### src/sv/rscs_pkg.sv
package rscs_pkg;

    // Series store depth and sample width.
    localparam int MAX_SAMPLES = 1024;
    localparam int SAMPLE_W    = 32;

    // Count of stored samples, the prefix run of signs and the split sums.
    localparam int COUNT_W = $clog2(MAX_SAMPLES + 1);
    localparam int RUN_W   = COUNT_W + 1;
    localparam int SUM_W   = 20;
    localparam int STAT_W  = 19;

    // Token that travels down the row of cells, one cell per cycle while the row is not halted.
    typedef struct packed {
        logic                       valid;
        logic                       first;
        logic                       dropped;
        logic                       stored;
        logic signed [SAMPLE_W-1:0] key;
        logic signed [RUN_W-1:0]    run;
        logic [STAT_W-1:0]          peak;
        logic [COUNT_W-1:0]         count;
    } t_token;

    // One finished result as held in the output buffer.
    typedef struct packed {
        logic [STAT_W-1:0]  doubled_stat;
        logic [STAT_W-1:0]  best_doubled;
        logic [COUNT_W-1:0] sample_count;
        logic               full_res;
    } t_result;

endpackage

### src/sv/rscs_if.sv


// Output channel: one result per input item.
interface rscs_out_if import rscs_pkg::*; ();
    logic               valid;
    logic               ready;
    logic [STAT_W-1:0]  doubled_stat;
    logic [STAT_W-1:0]  best_doubled;
    logic [COUNT_W-1:0] sample_count;
    logic               full_res;

    modport source (output valid, output doubled_stat, output best_doubled,
                    output sample_count, output full_res, input ready);
    modport sink (input valid, input doubled_stat, input best_doubled,
                  input sample_count, input full_res, output ready);
endinterface

### src/sv/rscs_out_buf.sv
module rscs_out_buf import rscs_pkg::*; (
    input  logic            i_clk,
    input  logic            i_rst_n,
    input  logic            i_push,
    input  t_result         i_data,
    output logic            o_full,
    rscs_out_if.source      o_out
);

    t_result    r_data [2];
    logic       r_wr_ptr;
    logic       r_rd_ptr;
    logic [1:0] r_fill;

    logic       w_pop;
    t_result    w_head;

    assign w_pop  = o_out.valid && o_out.ready;
    assign w_head = r_data[r_rd_ptr];

    // Two-entry result queue; pointers wrap on one bit.
    always_ff @(posedge i_clk) begin
        if (!i_rst_n) begin
            r_wr_ptr <= 1'b0;
            r_rd_ptr <= 1'b0;
            r_fill   <= 2'd0;
        end else begin
            if (i_push) begin
                r_wr_ptr <= ~r_wr_ptr;
            end
            if (w_pop) begin
                r_rd_ptr <= ~r_rd_ptr;
            end
            if (i_push && !w_pop) begin
                r_fill <= r_fill + 2'd1;
            end else if (w_pop && !i_push) begin
                r_fill <= r_fill - 2'd1;
            end
        end
    end

    always_ff @(posedge i_clk) begin
        if (i_push) begin
            r_data[r_wr_ptr] <= i_data;
        end
    end

    assign o_full             = r_fill[1];
    assign o_out.valid        = (r_fill != 2'd0);
    assign o_out.doubled_stat = w_head.doubled_stat;
    assign o_out.best_doubled = w_head.best_doubled;
    assign o_out.sample_count = w_head.sample_count;
    assign o_out.full_res     = w_head.full_res;

endmodule

### src/flat_wrapper.sv
// flat-port wrapper written by rule: the top's interface ports become plain ports
module rscs_out_buf_flat import rscs_pkg::*;
  (i_clk, i_rst_n, i_push, i_data, o_full, o_out_valid, o_out_doubled_stat, o_out_best_doubled, o_out_sample_count, o_out_full_res, o_out_ready);
  rscs_out_if o_out_i ();
  input  logic i_clk;
  input  logic i_rst_n;
  input  logic i_push;
  input  t_result i_data;
  output logic o_full;
  output wire logic [$bits(o_out_i.valid)-1:0] o_out_valid;
  output wire logic [$bits(o_out_i.doubled_stat)-1:0] o_out_doubled_stat;
  output wire logic [$bits(o_out_i.best_doubled)-1:0] o_out_best_doubled;
  output wire logic [$bits(o_out_i.sample_count)-1:0] o_out_sample_count;
  output wire logic [$bits(o_out_i.full_res)-1:0] o_out_full_res;
  input wire logic [$bits(o_out_i.ready)-1:0] o_out_ready;
  assign o_out_valid = o_out_i.valid;
  assign o_out_doubled_stat = o_out_i.doubled_stat;
  assign o_out_best_doubled = o_out_i.best_doubled;
  assign o_out_sample_count = o_out_i.sample_count;
  assign o_out_full_res = o_out_i.full_res;
  assign o_out_i.ready = o_out_ready;
  rscs_out_buf u_core (.i_clk(i_clk), .i_rst_n(i_rst_n), .i_push(i_push), .i_data(i_data), .o_full(o_full), .o_out(o_out_i));
endmodule
### config.mk
export PLATFORM = sky130hd
export DESIGN_NAME = rscs_out_buf_flat
export DESIGN_NICKNAME = d
export VERILOG_FILES = /design/src/sv/rscs_pkg.sv /design/src/sv/rscs_if.sv /design/src/sv/rscs_out_buf.sv /design/src/flat_wrapper.sv
export SDC_FILE = /design/constraint.sdc
export NUM_CORES = 1
export LEC_CHECK = 0
export ABC_AREA = 0
export BUFFER_PORTS_ARGS = -buffer_cell sky130_fd_sc_hd__clkbuf_2
export CAP_MARGIN = 20
export CORE_MARGIN = 2
export CORE_UTILIZATION = 48
export CTS_BUF_LIST = sky130_fd_sc_hd__clkbuf_4
export DETAILED_ROUTE_END_ITERATION = 8
export PLACE_DENSITY = 0.74
export SETUP_SLACK_MARGIN = 0.05
export SLEW_MARGIN = 20
export SYNTH_ARGS = -nofsm -noshare
export SYNTH_HDL_FRONTEND = slang
export SYNTH_SLANG_ARGS = --single-unit
### constraint.sdc
create_clock -name i_clk -period 3.6 [get_ports i_clk]
set_input_delay 0.72 -clock i_clk [delete_from_list [all_inputs] [get_ports i_clk]]
set_output_delay 0.72 -clock i_clk [all_outputs]
set_load 0.1 [all_outputs]
==> flow_summary.json <==
{
  "synth_nets": 232,
  "arrival_ns": 2.27,
  "intPower_mw": 1.92,
  "die_w_um": 93.1,
  "synth_top_family_by_area": "multiplexers",
  "rows": 32,
  "syn-cell-area_mm2": 0.00381,
  "first_global_vias": 2037,
  "seq_power_share_pct": 39.7,
  "peakVddDrop_v": 0.000745,
  "min_from": "i_data[6]",
  "grtUsageTotal_pct": 14.6,
  "power_mw": 3.78,
  "antenna_found_initial": 0,
  "cp_max_fo": 26,
  "fmax_mhz": 334,
  "maxSlewHeadroom_pct": 48.3,
  "place_area_mm2": 0.00449,
  "tightest_slew_ns": 0.774,
  "area_delta_synth_final_pct": 21.0,
  "hold_ws_ns": 0.456,
  "synth_xor_area_share_pct": 0.690,
  "synthSimpleGateAreaFrac_pct": 1.31,
  "final_cells": 399,
  "dp_hpwl_um": 4200,
  "synthAdderAreaFrac_pct": 0.328,
  "cp.required_ns": 2.88,
  "cts.clk_slew.worst_paths_ns": 0.16,
  "combPwrFrac_pct": 47.0,
  "reg2reg_from": "u_core.r_wr_ptr",
  "switching_share_pct": 49.4,
  "drv_slew": 0,
  "finalHoldViolCount": 0,
  "period_minus_slack_ns": 2.99,
  "ys_warn_count": 0,
  "hp-class": "in -> reg",
  "setup_slack_ns": 0.607,
  "drc": 0,
  "synth.avg_cell_area_um2": 21.5,
  "start_kind": "flip-flop",
  "firstDrtPassIters": 4,
  "p_sw_mw": 1.87,
  "status": "completed",
  "place_congestion": 0.683,
  "synth_flop_cell": "edfxtp_1",
  "synth-seq-area-share_pct": 81.4,
  "whs_endpoint": "u_core.r_data[0][6]",
  "ys_ff_latch": 105,
  "antenna_cells": 0,
  "final_util_pct": 59.6,
  "nNetsFinal": 347,
  "cts_resized": 0,
  "critPathKind": "reg -> out",
  "power.density_mw_per_mm2": 821,
  "cts_root_buf": "clkbuf_4",
  "cts_setup_buffers": 0,
  "reg2reg_slack_ns": 1.99,
  "drt_iter0_markers": 112,
  "yosys.area.top_type": "edfxtp_1",
  "rr_endpoint": "u_core.r_data[1][48]",
  "dp.cells": 383,
  "ctsHoldBuffers": 0,
  "tns_ns": 0,
  "vias": 1953,
  "core_mm2": 0.00773,
  "synth_commonest_cells": "edfxtp_1 (100), mux2_2 (47), buf_2 (6)",
  "postRouteAntennaNets": 0,
  "die_h_um": 93.1,
  "ys_types": 16,
  "total_leakage_power_nw": 1.74,
  "cap_violations": 0,
  "grt_max_degree": 28,
  "insertion_delay_ns": 0.42,
  "cts_buffer_depth": 2,
  "synth_mux_area_share_pct": 14.8,
  "async_flop_share_pct": 0,
  "cts_tree": "yes",
  "n_fill_cell": 602,
  "setup_viol": 0,
  "yosys-top-cells-area": "edfxtp_1 (79%), mux2_2 (14%), dfxtp_1 (2.6%)",
  "io_pins": 106,
  "io_buffers": 105,
  "h-tree-depth": 3,
  "fin_skew_ns": 0.0132,
  "synth_most_common_cell": "edfxtp_1",
  "critPathCaptureType": "primary output",
  "wl_um": 6170,
  "cts_buffers": 9,
  "initial_core_util_pct": 49.3,
  "drive_gt1_share_pct": 59.6,
  "min_path_cells": 1,
  "min_period_over_period_pct": 83.1,
  "avgRoutedWirePerCell_um": 15.5,
  "synthCells": 177,
  "overflow": 0,
  "viasPerCell": 4.89,
  "clockPowerShare_pct": 13.3,
  "pre_cts_ws_ns": 1.06,
  "dieArea_mm2": 0.00867,
  "post-route-cell-area_mm2": 0.00461,
  "rr_worst_depth": 2,
  "synth-compound-area-share_pct": 0.657,
  "synth_edf_count": 100,
  "synth_top_area_share_pct": 78.8,
  "cts.sinks": 105,
  "grt_setup_unrepaired": "false",
  "grt_first_pass_wirelength_um": 9420
}
## worst max path at each step
stage	depth (start not counted)	slack (ns)	endpoint
3_5_place_dp	3	1.06	o_out_best_doubled[1]
6_report	3	0.61	o_out_best_doubled[1]
4_1_cts	3	0.55	o_out_best_doubled[1]
5_1_grt	3	0.47	o_out_best_doubled[8]
3_3_place_gp	3	1.06	o_out_doubled_stat[13]
2_1_floorplan	1	0.17	u_core.r_data[0][0]
## cells by family after synthesis
logic type,Yosys count
buffers and inverters,6
adder cells (fa/ha/maj),1
XOR/XNOR,3
AO/OA/AOI/OAI,4
flip-flops,105
AND/OR/NAND/NOR,8
multiplexers,50
## power groups by stage
| stage | Sequential (mW) | Combinational [mW] | Clock, mW |
|---|---|---|---|
| after floorplan | 1.51 | 1.57 | 0 |
| after global placement | 1.53 | 1.77 | 0 |
| after detailed placement | 1.53 | 1.78 | 0 |
| after CTS | 1.50 | 1.79 | 0.522 |
| after global routing | 1.51 | 1.83 | 0.570 |
| final | 1.50 | 1.78 | 0.504 |
## cell type report
cell class | instances | area [um2] | area share [%]
well taps | 102 | 128 | 2.77
clock inverters | 7 | 47.5 | 1.03
clock buffers | 9 | 67.6 | 1.47
repair buffers | 110 | 576 | 12.5
flip-flops and latches | 105 | 3100 | 67.4
multi-input cells | 66 | 686 | 14.9
## worst max-delay path, stage by stage (launching register included)
cell	delay (ns)
dfxtp_2	0.77
buf_4	0.34
mux2_2	0.36
clkbuf_2	0.37
## flip-flops by register name, indices dropped and copies added, names as in the netlist, named ones only
signal,flops
u_core.r_data,100
u_core.r_fill,2
u_core.r_rd_ptr,1
u_core.r_wr_ptr,1
## routing by layer
layer  track usage (%)  share of wire [%]  vias up  routed length [um]
li1                  -                  -      926                   -
met1              17.1                 41      963                2560
met2              24.9                 52       58                3200
met3              4.03                5.3        6                 328
met4              6.99                1.3        0                  83
met5                 0                  0        -                   0
## placed cells by master, fill, tap and decap left out, types with 2 or more instances in the layout
master,Yosys,layout
clkbuf_2,0,105
edfxtp_1,100,100
mux2_2,47,47
clkbuf_4,0,9
buf_4,0,4
dfxtp_1,5,4
mux2_1,3,3
and2_1,4,3
clkinv_2,0,3
xnor2_1,2,2
clkinv_4,0,2
clkinvlp_4,0,2
No activity file was read; power rests on OpenSTA's default activity.
