$ cat config.mk
export PLATFORM = sky130hd
export DESIGN_NAME = rscs_cell
export DESIGN_NICKNAME = d
export VERILOG_FILES = /design/src/sv/rscs_pkg.sv /design/src/sv/rscs_cell.sv
export SDC_FILE = /design/constraint.sdc
export NUM_CORES = 1
export LEC_CHECK = 0
export BUFFER_PORTS_ARGS = -buffer_cell sky130_fd_sc_hd__buf_4
export CORE_AREA = 5 5 152 154
export DETAILED_ROUTE_END_ITERATION = 8
export DIE_AREA = 0 0 157 159
export HOLD_SLACK_MARGIN = 0.06
export PLACE_DENSITY = 0.76
export REMOVE_ABC_BUFFERS = 1
export SLEW_MARGIN = 20
export SYNTH_ARGS = -nofsm -noshare
export SYNTH_HDL_FRONTEND = slang
export SYNTH_SLANG_ARGS = --single-unit
$ cat constraint.sdc
create_clock -name i_clk -period 18.5 [get_ports i_clk]
set_input_delay 3.7 -clock i_clk [delete_from_list [all_inputs] [get_ports i_clk]]
set_output_delay 3.7 -clock i_clk [all_outputs]
set_load 0.02 [all_outputs]
$ cat src/sv/rscs_pkg.sv
package rscs_pkg;

    // Series store depth and sample width.
    localparam int MAX_SAMPLES = 1024;
    localparam int SAMPLE_W    = 32;

    // Count of stored samples, the prefix run of signs and the split sums.
    localparam int COUNT_W = $clog2(MAX_SAMPLES + 1);
    localparam int RUN_W   = COUNT_W + 1;
    localparam int SUM_W   = 20;
    localparam int STAT_W  = 19;

    // Token that travels down the row of cells, one cell per cycle while the row is not halted.
    typedef struct packed {
        logic                       valid;
        logic                       first;
        logic                       dropped;
        logic                       stored;
        logic signed [SAMPLE_W-1:0] key;
        logic signed [RUN_W-1:0]    run;
        logic [STAT_W-1:0]          peak;
        logic [COUNT_W-1:0]         count;
    } t_token;

    // One finished result as held in the output buffer.
    typedef struct packed {
        logic [STAT_W-1:0]  doubled_stat;
        logic [STAT_W-1:0]  best_doubled;
        logic [COUNT_W-1:0] sample_count;
        logic               full_res;
    } t_result;

endpackage

$ cat src/sv/rscs_cell.sv
module rscs_cell import rscs_pkg::*; (
    input  logic   i_clk,
    input  logic   i_rst_n,
    input  logic   i_en,
    input  t_token i_tok,
    output t_token o_tok
);

    logic                       r_valid;
    logic signed [SAMPLE_W-1:0] r_sample;
    logic signed [SUM_W-1:0]    r_sum;
    t_token                     r_tok;

    logic                       n_valid;
    logic signed [SAMPLE_W-1:0] n_sample;
    logic signed [SUM_W-1:0]    n_sum;
    t_token                     n_tok;

    logic signed [RUN_W-1:0]    w_run;
    logic signed [SUM_W-1:0]    w_sum_new;
    logic signed [SUM_W-1:0]    w_neg;
    logic [STAT_W-1:0]          w_mag_old;
    logic [STAT_W-1:0]          w_mag_new;

    // Sign of (held sample minus passing sample) added to the prefix run.
    always_comb begin
        if (r_sample > i_tok.key) begin
            w_run = i_tok.run + RUN_W'(1);
        end else if (r_sample < i_tok.key) begin
            w_run = i_tok.run - RUN_W'(1);
        end else begin
            w_run = i_tok.run;
        end
    end

    // The split after this cell gains the run; magnitudes fit the stat width.
    assign w_sum_new = r_sum + {{(SUM_W - RUN_W){w_run[RUN_W-1]}}, w_run};

    always_comb begin
        w_neg     = -r_sum;
        w_mag_old = r_sum[SUM_W-1] ? w_neg[STAT_W-1:0] : r_sum[STAT_W-1:0];
        w_neg     = -w_sum_new;
        w_mag_new = w_sum_new[SUM_W-1] ? w_neg[STAT_W-1:0] : w_sum_new[STAT_W-1:0];
    end

    // Cell update for the passing item.
    always_comb begin
        n_tok    = i_tok;
        n_valid  = r_valid;
        n_sample = r_sample;
        n_sum    = r_sum;
        if (i_tok.valid) begin
            if (i_tok.first) begin
                // A new series lands in the first cell and empties the rest.
                if (!i_tok.stored) begin
                    n_valid      = 1'b1;
                    n_sample     = i_tok.key;
                    n_sum        = '0;
                    n_tok.stored = 1'b1;
                end else begin
                    n_valid = 1'b0;
                end
            end else if (r_valid) begin
                if (i_tok.dropped) begin
                    if (w_mag_old > i_tok.peak) begin
                        n_tok.peak = w_mag_old;
                    end
                end else begin
                    n_sum     = w_sum_new;
                    n_tok.run = w_run;
                    if (w_mag_new > i_tok.peak) begin
                        n_tok.peak = w_mag_new;
                    end
                end
            end else if (!i_tok.stored) begin
                // First empty cell takes the sample; its split starts at zero.
                n_valid      = 1'b1;
                n_sample     = i_tok.key;
                n_sum        = '0;
                n_tok.stored = 1'b1;
            end
        end
    end

    always_ff @(posedge i_clk) begin
        if (!i_rst_n) begin
            r_valid     <= 1'b0;
            r_tok.valid <= 1'b0;
        end else if (i_en) begin
            r_valid  <= n_valid;
            r_sample <= n_sample;
            r_sum    <= n_sum;
            r_tok    <= n_tok;
        end
    end

    assign o_tok = r_tok;

endmodule

==> results.py, run 1 <==
metrics = {
    "global_route": {
        "grt_pass1_vias": 7791,
        "antenna_found_initial": 0,
        "track_usage_pct": 20.8,
        "grt_pass1_wl_mm": 41.7,
        "grt-ovfl-total": 0,
        "grt_max_degree": 78,
    },
    "cts": {
        "h-tree-depth": 4,
        "ctsHoldBuffers": 0,
        "clock-sinks": 131,
        "cts_tree": "yes",
        "cts_resized": 0,
        "numCtsBuffers": 17,
        "cts.clk_slew.worst_paths_ps": 60,
        "cts_root_buf": "clkbuf_16",
        "post_cts_buffers": 0,
        "worstSkewPairLatency_ps": 430,
        "clk_path_buf_depth": 2,
    },
    "critical_path": {
        "cpPeakStageDelay_ps": 910,
        "cp.arrival_ps": 12330,
        "path_delay_family": "compound AO/OA/AOI/OAI gates",
        "worst-path-buf-inv": 3,
        "crit_type": "primary input to register",
        "end_kind": "register",
        "cp_data_required_time_ps": 18780,
        "cp_max_fo": 25,
        "crit_top_cell": "nor2_1",
        "cp-start-kind": "primary input",
        "slowest_stage": "xnor2_2",
    },
    "floorplanning": {
        "die-area_um2": 25000,
        "die_w_um": 157,
        "ios": 159,
        "initial_core_util_pct": 44.0,
        "die_y_um": 159,
        "coreArea_um2": 21600,
        "rows": 54,
    },
    "drt": {
        "post_drt_wl_per_cell_um": 18.9,
        "antenna_left": 0,
        "drt_wl_total_mm": 26.4,
        "num_vias": 8190,
        "drt_iter0_markers": 705,
        "drt_pass1_iterations": 6,
        "vias_per_cell": 5.88,
        "drcViolationCount": 0,
    },
    "logic_synthesis": {
        "yosysUniqueCellTypes": 80,
        "synth_edf_count": 129,
        "async_flop_share_pct": 0,
        "yosysWarnings": 0,
        "syn_avg_cell_area_um2": 9.94,
        "netlist_area_um2": 9490,
        "synthCells": 955,
        "ys_ff_latch": 131,
        "seq_area_frac_synth_pct": 41.2,
        "synth_ff_type": "edfxtp_1",
    },
    "sta": {
        "fmax_mhz": 83.0,
        "rsz0062_at_grt": "no",
        "finalSetupViolCount": 0,
        "hold_violations": 0,
        "relSlewSlack_pct": 25.9,
        "slew_violations": 0,
        "fin_worst_skew_ps": 15.4,
        "final.setup.tns_ps": 0,
        "fin_crit_ps": 12050,
        "worstMarginPinSlew_ps": 1110,
        "period_share_pct": 65.1,
    },
    "cells_and_area": {
        "final_common_cell": "buf_4",
        "antennaDiodeCount": 0,
        "num-nets-final": 1276,
        "final_cells": 1393,
        "finalInstanceArea_um2": 11500,
        "syn_to_final_growth_pct": 21.5,
        "drive_gt1_share_pct": 20.1,
        "final_cell_mix": "buf_4 (164), edfxtp_1 (129), ha_1 (94)",
    },
    "placed_design": {
        "placed_area_um2": 10900,
        "numPortBuffers": 158,
        "gp_congestion": 0.971,
        "dpl.hpwl_mm": 20.3,
        "dp_cells": 1361,
    },
    "power": {
        "vdd_drop_max_v": 0.0000590,
        "p_sw_mw": 0.325,
        "p_int_mw": 0.659,
        "p_leak_nw": 4.75,
        "pwr-share-comb_pct": 29.1,
        "power_mw": 0.985,
        "cellPowerDensity_nw_per_um2": 85.4,
        "seqPwrFrac_pct": 35.4,
        "clkPwrFrac_pct": 35.5,
        "switching_share_pct": 33.0,
    },
    "job": {
        "maxCapViolCount": 0,
    },
    "min_path": {
        "hp-class": "register to register",
    },
    "run_status": {
        "status": "finished clean",
    },
}
## tightest hold or removal path: cells and delay by family (launching register included)
family,cells,cell delay (ps)
DFF,1,310
and+or+nand+nor,1,60
AOI/OAI and AO/OA,1,70
## flip-flops by register name, summed over array words and instances, names as in the netlist
signal and count:
o_tok 78, r_sample 32, r_sum 20, r_valid 1
## synthesized netlist by cell type (4+ instances only)
master | number | share of area, %
nor4_1 | 10 | 0.66
a21oi_1 | 45 | 2.4
xor2_1 | 17 | 1.6
edfxtp_1 | 129 | 41
o22ai_1 | 14 | 0.92
nor2_1 | 42 | 1.7
a311oi_1 | 4 | 0.37
or3_1 | 13 | 0.86
and4_1 | 6 | 0.55
nand2b_1 | 12 | 0.79
o311ai_0 | 4 | 0.37
and2_1 | 10 | 0.66
nor3b_1 | 7 | 0.55
o21ai_0 | 41 | 2.2
a31oi_1 | 10 | 0.66
a22oi_1 | 7 | 0.55
or4_1 | 4 | 0.32
o31ai_1 | 13 | 1.0
o2111ai_1 | 4 | 0.37
nor3_1 | 26 | 1.4
inv_1 | 74 | 2.9
o21a_1 | 8 | 0.63
nand3_1 | 53 | 2.8
buf_1 | 4 | 0.16
or2_2 | 7 | 0.46
nor2b_1 | 11 | 0.72
a211oi_1 | 9 | 0.71
a211o_1 | 4 | 0.37
a2bb2oi_1 | 10 | 0.92
a21o_1 | 20 | 1.6
and3_1 | 4 | 0.26
clkbuf_1 | 26 | 1.0
nand4_1 | 22 | 1.4
nand2_1 | 68 | 2.7
xnor2_1 | 43 | 4.0
buf_2 | 6 | 0.32
o211ai_1 | 10 | 0.79
ha_1 | 94 | 12
## worst paths after layout
path / start / endpoint / slack (ps) / cells past startpoint
min reg2reg: o_tok[77]$_SDFFE_PN0P_ / o_tok[77]$_SDFFE_PN0P_ / 490 / 2
max reg2reg: r_sample[14]$_DFFE_PP_ / o_tok[15]$_DFFE_PP_ / 9460 / 31
min: o_tok[77]$_SDFFE_PN0P_ / o_tok[77]$_SDFFE_PN0P_ / 490 / 2
max: i_tok[56] / o_tok[15]$_DFFE_PP_ / 6450 / 33
## through the flow
| stage | hold slack [ps] | setup WS [ps] | util [%] |
|---|---|---|---|
| 3_3_place_gp | 478 | 6490 | 50.7 |
| 6_report | 493 | 6450 | 53.5 |
| 3_5_place_dp | 489 | 6190 | 50.7 |
| 4_1_cts | 506 | 6620 | 53.5 |
| 5_1_grt | 549 | 5880 | 53.5 |
| 2_1_floorplan | 540 | 6860 | - |
## cell type report
type / count / area, um^2
sequential: 131 / 3910
timing repair buffer: 164 / 1230
tap: 280 / 350
clock inverter: 14 / 168
inverter: 74 / 278
multi-input combinational: 712 / 5170
fill: 1923 / 10000
clock buffer: 18 / 429
## power groups by stage
stage | logic [mW] | clock network, mW | registers [mW]
global placement | 0.276 | 0 | 0.355
global route | 0.315 | 0.370 | 0.350
CTS | 0.282 | 0.355 | 0.349
finish | 0.286 | 0.350 | 0.349
floorplan | 0.176 | 0 | 0.368
detailed placement | 0.280 | 0 | 0.355
## logic make-up after synthesis
logic type,Yosys count,share of synthesized area (%)
simple gates,306,17.1
buf+inv,112,4.63
mux,4,0.448
fa+ha+maj,95,12.6
xor+xnor,62,5.88
flops,131,41.2
compound gates,245,18.1
## per-layer routing
metal  part of all wire (%)  vias up  track usage [%]
met4                    3.2        0             7.65
met3                    6.4       59             3.83
met2                     47      287             33.2
met5                      0        -                0
li1                       -     3921                -
met1                     43     3923             28.1
(Power assumes the default switching activity.)
==> run 2, diff against run 1 <==
Settings changed: PLACE_DENSITY 0.76 to 0.79.
Clock period 18.5 ns to 10.5 ns, I/O delays scaled along.
==> run 2 against run 1 <==
Critical path depth rose by 2. Cell area rose by 1.3%. Critical endpoint is now o_tok[26]$_DFFE_PP_. Count of clock-buffer cells in the layout unchanged. Clock skew fell by 5.9 ps. Flip-flop and latch count stayed put. Sequential share of layout area shrank 0.44 points. Clock power is 87% higher. Highest routed layer unchanged. Sequential power increased by 76%. Critical path type unchanged. Hold slack lost 5.1 ps. Non-clock buffer count grew 14. Cell count grew 1.0%.
==> results.py, run 2 (synthesized netlist as in run 1, its figures left out) <==
metrics = {
    "run_status": {
        "status": "finished clean",
    },
    "cells_and_area": {
        "syn_to_final_growth_pct": 23.1,
        "fill_cells": 1883,
        "final_cell_mix": "buf_4 (177), edfxtp_1 (129), ha_1 (94)",
        "antennaDiodeCount": 0,
        "utilization_pct": 54.2,
        "final_common_cell": "buf_4",
        "multi_input_area_um2": 5160,
        "largest_reg_flops": 78,
        "seqCellArea_um2": 3910,
        "num-nets-final": 1290,
        "finalInstanceArea_um2": 11700,
        "drive_gt1_share_pct": 21.1,
        "final_cells": 1407,
    },
    "global_route": {
        "grt_pass1_vias": 8020,
        "antenna_found_initial": 0,
        "grt_pass1_wl_mm": 43.1,
        "grt-ovfl-total": 0,
        "grt_max_degree": 78,
        "track_usage_pct": 21.6,
    },
    "job": {
        "maxCapViolCount": 0,
    },
    "floorplanning": {
        "coreArea_um2": 21600,
        "die-area_um2": 25000,
        "die_y_um": 159,
        "rows": 54,
        "ios": 159,
        "die_w_um": 157,
        "initial_core_util_pct": 44.0,
    },
    "cts": {
        "cts_tree": "yes",
        "h-tree-depth": 4,
        "worstSkewPairLatency_ps": 430,
        "clock-sinks": 131,
        "clk_path_buf_depth": 2,
        "cts_root_buf": "clkbuf_16",
        "numCtsBuffers": 17,
        "cts.clk_slew.worst_paths_ps": 60,
    },
    "power": {
        "power_mw": 1.80,
        "cellPowerDensity_nw_per_um2": 154,
        "p_leak_nw": 4.84,
        "vdd_drop_max_v": 0.0000807,
    },
    "critical_path": {
        "cp_max_fo": 21,
        "r2r-end": "o_tok[26]$_DFFE_PP_",
        "cp-start-kind": "primary input",
        "crit_type": "primary input to register",
        "cp_data_required_time_ps": 10770,
        "end_kind": "register",
        "slowest_stage": "or4_4",
        "cp.arrival_ps": 10230,
        "cpPeakStageDelay_ps": 610,
        "reg2reg_from": "r_sample[14]$_DFFE_PP_",
        "reg2reg_depth": 33,
        "r2r_slack_ps": 1950,
    },
    "sta": {
        "worstMarginPinSlew_ps": 1030,
        "final.setup.tns_ps": 0,
        "worst_slack_ps": 535,
        "fin_crit_ps": 9960,
        "fmax_mhz": 100,
        "period_share_pct": 94.9,
        "finalSetupViolCount": 0,
        "relSlewSlack_pct": 30.8,
        "rsz0062_at_grt": "no",
        "whs_ps": 488,
        "slew_violations": 0,
        "hold_violations": 0,
        "fin_worst_skew_ps": 9.51,
    },
    "placed_design": {
        "placed_area_um2": 11000,
        "dp_cells": 1374,
        "dp_slack_ps": 204,
        "numPortBuffers": 158,
        "dpl.hpwl_mm": 21.0,
        "gp_congestion": 0.922,
    },
    "drt": {
        "vias_per_cell": 5.89,
        "post_drt_wl_per_cell_um": 19.6,
        "drt_wl_total_mm": 27.6,
        "drt_iter0_markers": 691,
        "drcViolationCount": 0,
        "antenna_left": 0,
        "num_vias": 8294,
        "drt_pass1_iterations": 5,
    },
    "min_path": {
        "hold_path_depth": 2,
        "min_to": "o_tok[77]$_SDFFE_PN0P_",
        "hp-class": "register to register",
        "hp-start": "o_tok[77]$_SDFFE_PN0P_",
    },
}
## run 2: layer usage
| layer | GRT usage [%] | routed length [um] | vias to the layer above |
|---|---|---|---|
| li1 | - | - | 3949 |
| met1 | 28.5 | 11400 | 3922 |
| met2 | 35.0 | 13400 | 361 |
| met3 | 4.02 | 1850 | 62 |
| met4 | 8.84 | 915 | 0 |
| met5 | 0 | 0 | - |
## run 2: worst max-delay path: cells and delay by family
| kind | cells | cell delay, ps |
|---|---|---|
| simple gates | 14 | 3510 |
| compound gates | 11 | 2580 |
| fa+ha+maj | 3 | 980 |
| buf+inv | 5 | 760 |
| xor+xnor | 2 | 300 |
## run 2: final cells by class
class / instances / area share (%)
timing repair buffer: 178 / 11.6
tap: 280 / 3.00
clock inverter: 14 / 1.72
clock buffer: 18 / 3.67
multi-input combinational: 712 / 44.1
sequential: 131 / 33.5
inverter: 74 / 2.38
## run 2: how the worst max path moves through the flow
stage          slack (ps)       from  depth (start not counted)                   to
4_1_cts               570  i_tok[57]                         34  o_tok[15]$_DFFE_PP_
2_1_floorplan         460  i_tok[59]                         31  o_tok[28]$_DFFE_PP_
5_1_grt                40  i_tok[57]                         34  o_tok[26]$_DFFE_PP_
3_5_place_dp          200  i_tok[57]                         34  o_tok[15]$_DFFE_PP_
3_3_place_gp          550  i_tok[56]                         34  o_tok[15]$_DFFE_PP_
6_report              540  i_tok[57]                         35  o_tok[26]$_DFFE_PP_
## run 2: timing repair
action,in CTS,in global routing
setup endpoints to repair,0,1
resized for setup,0,1
buffers inserted,0,0
hold buffers,0,0
hold endpoints to repair,0,0
## run 2: power by group
group	total [mW]	internal [mW]	switching (mW)
Combinational	0.529	0.213	0.316
Clock	0.653	0.402	0.251
Sequential	0.615	0.604	0.0113
Total	1.80	1.22	0.578
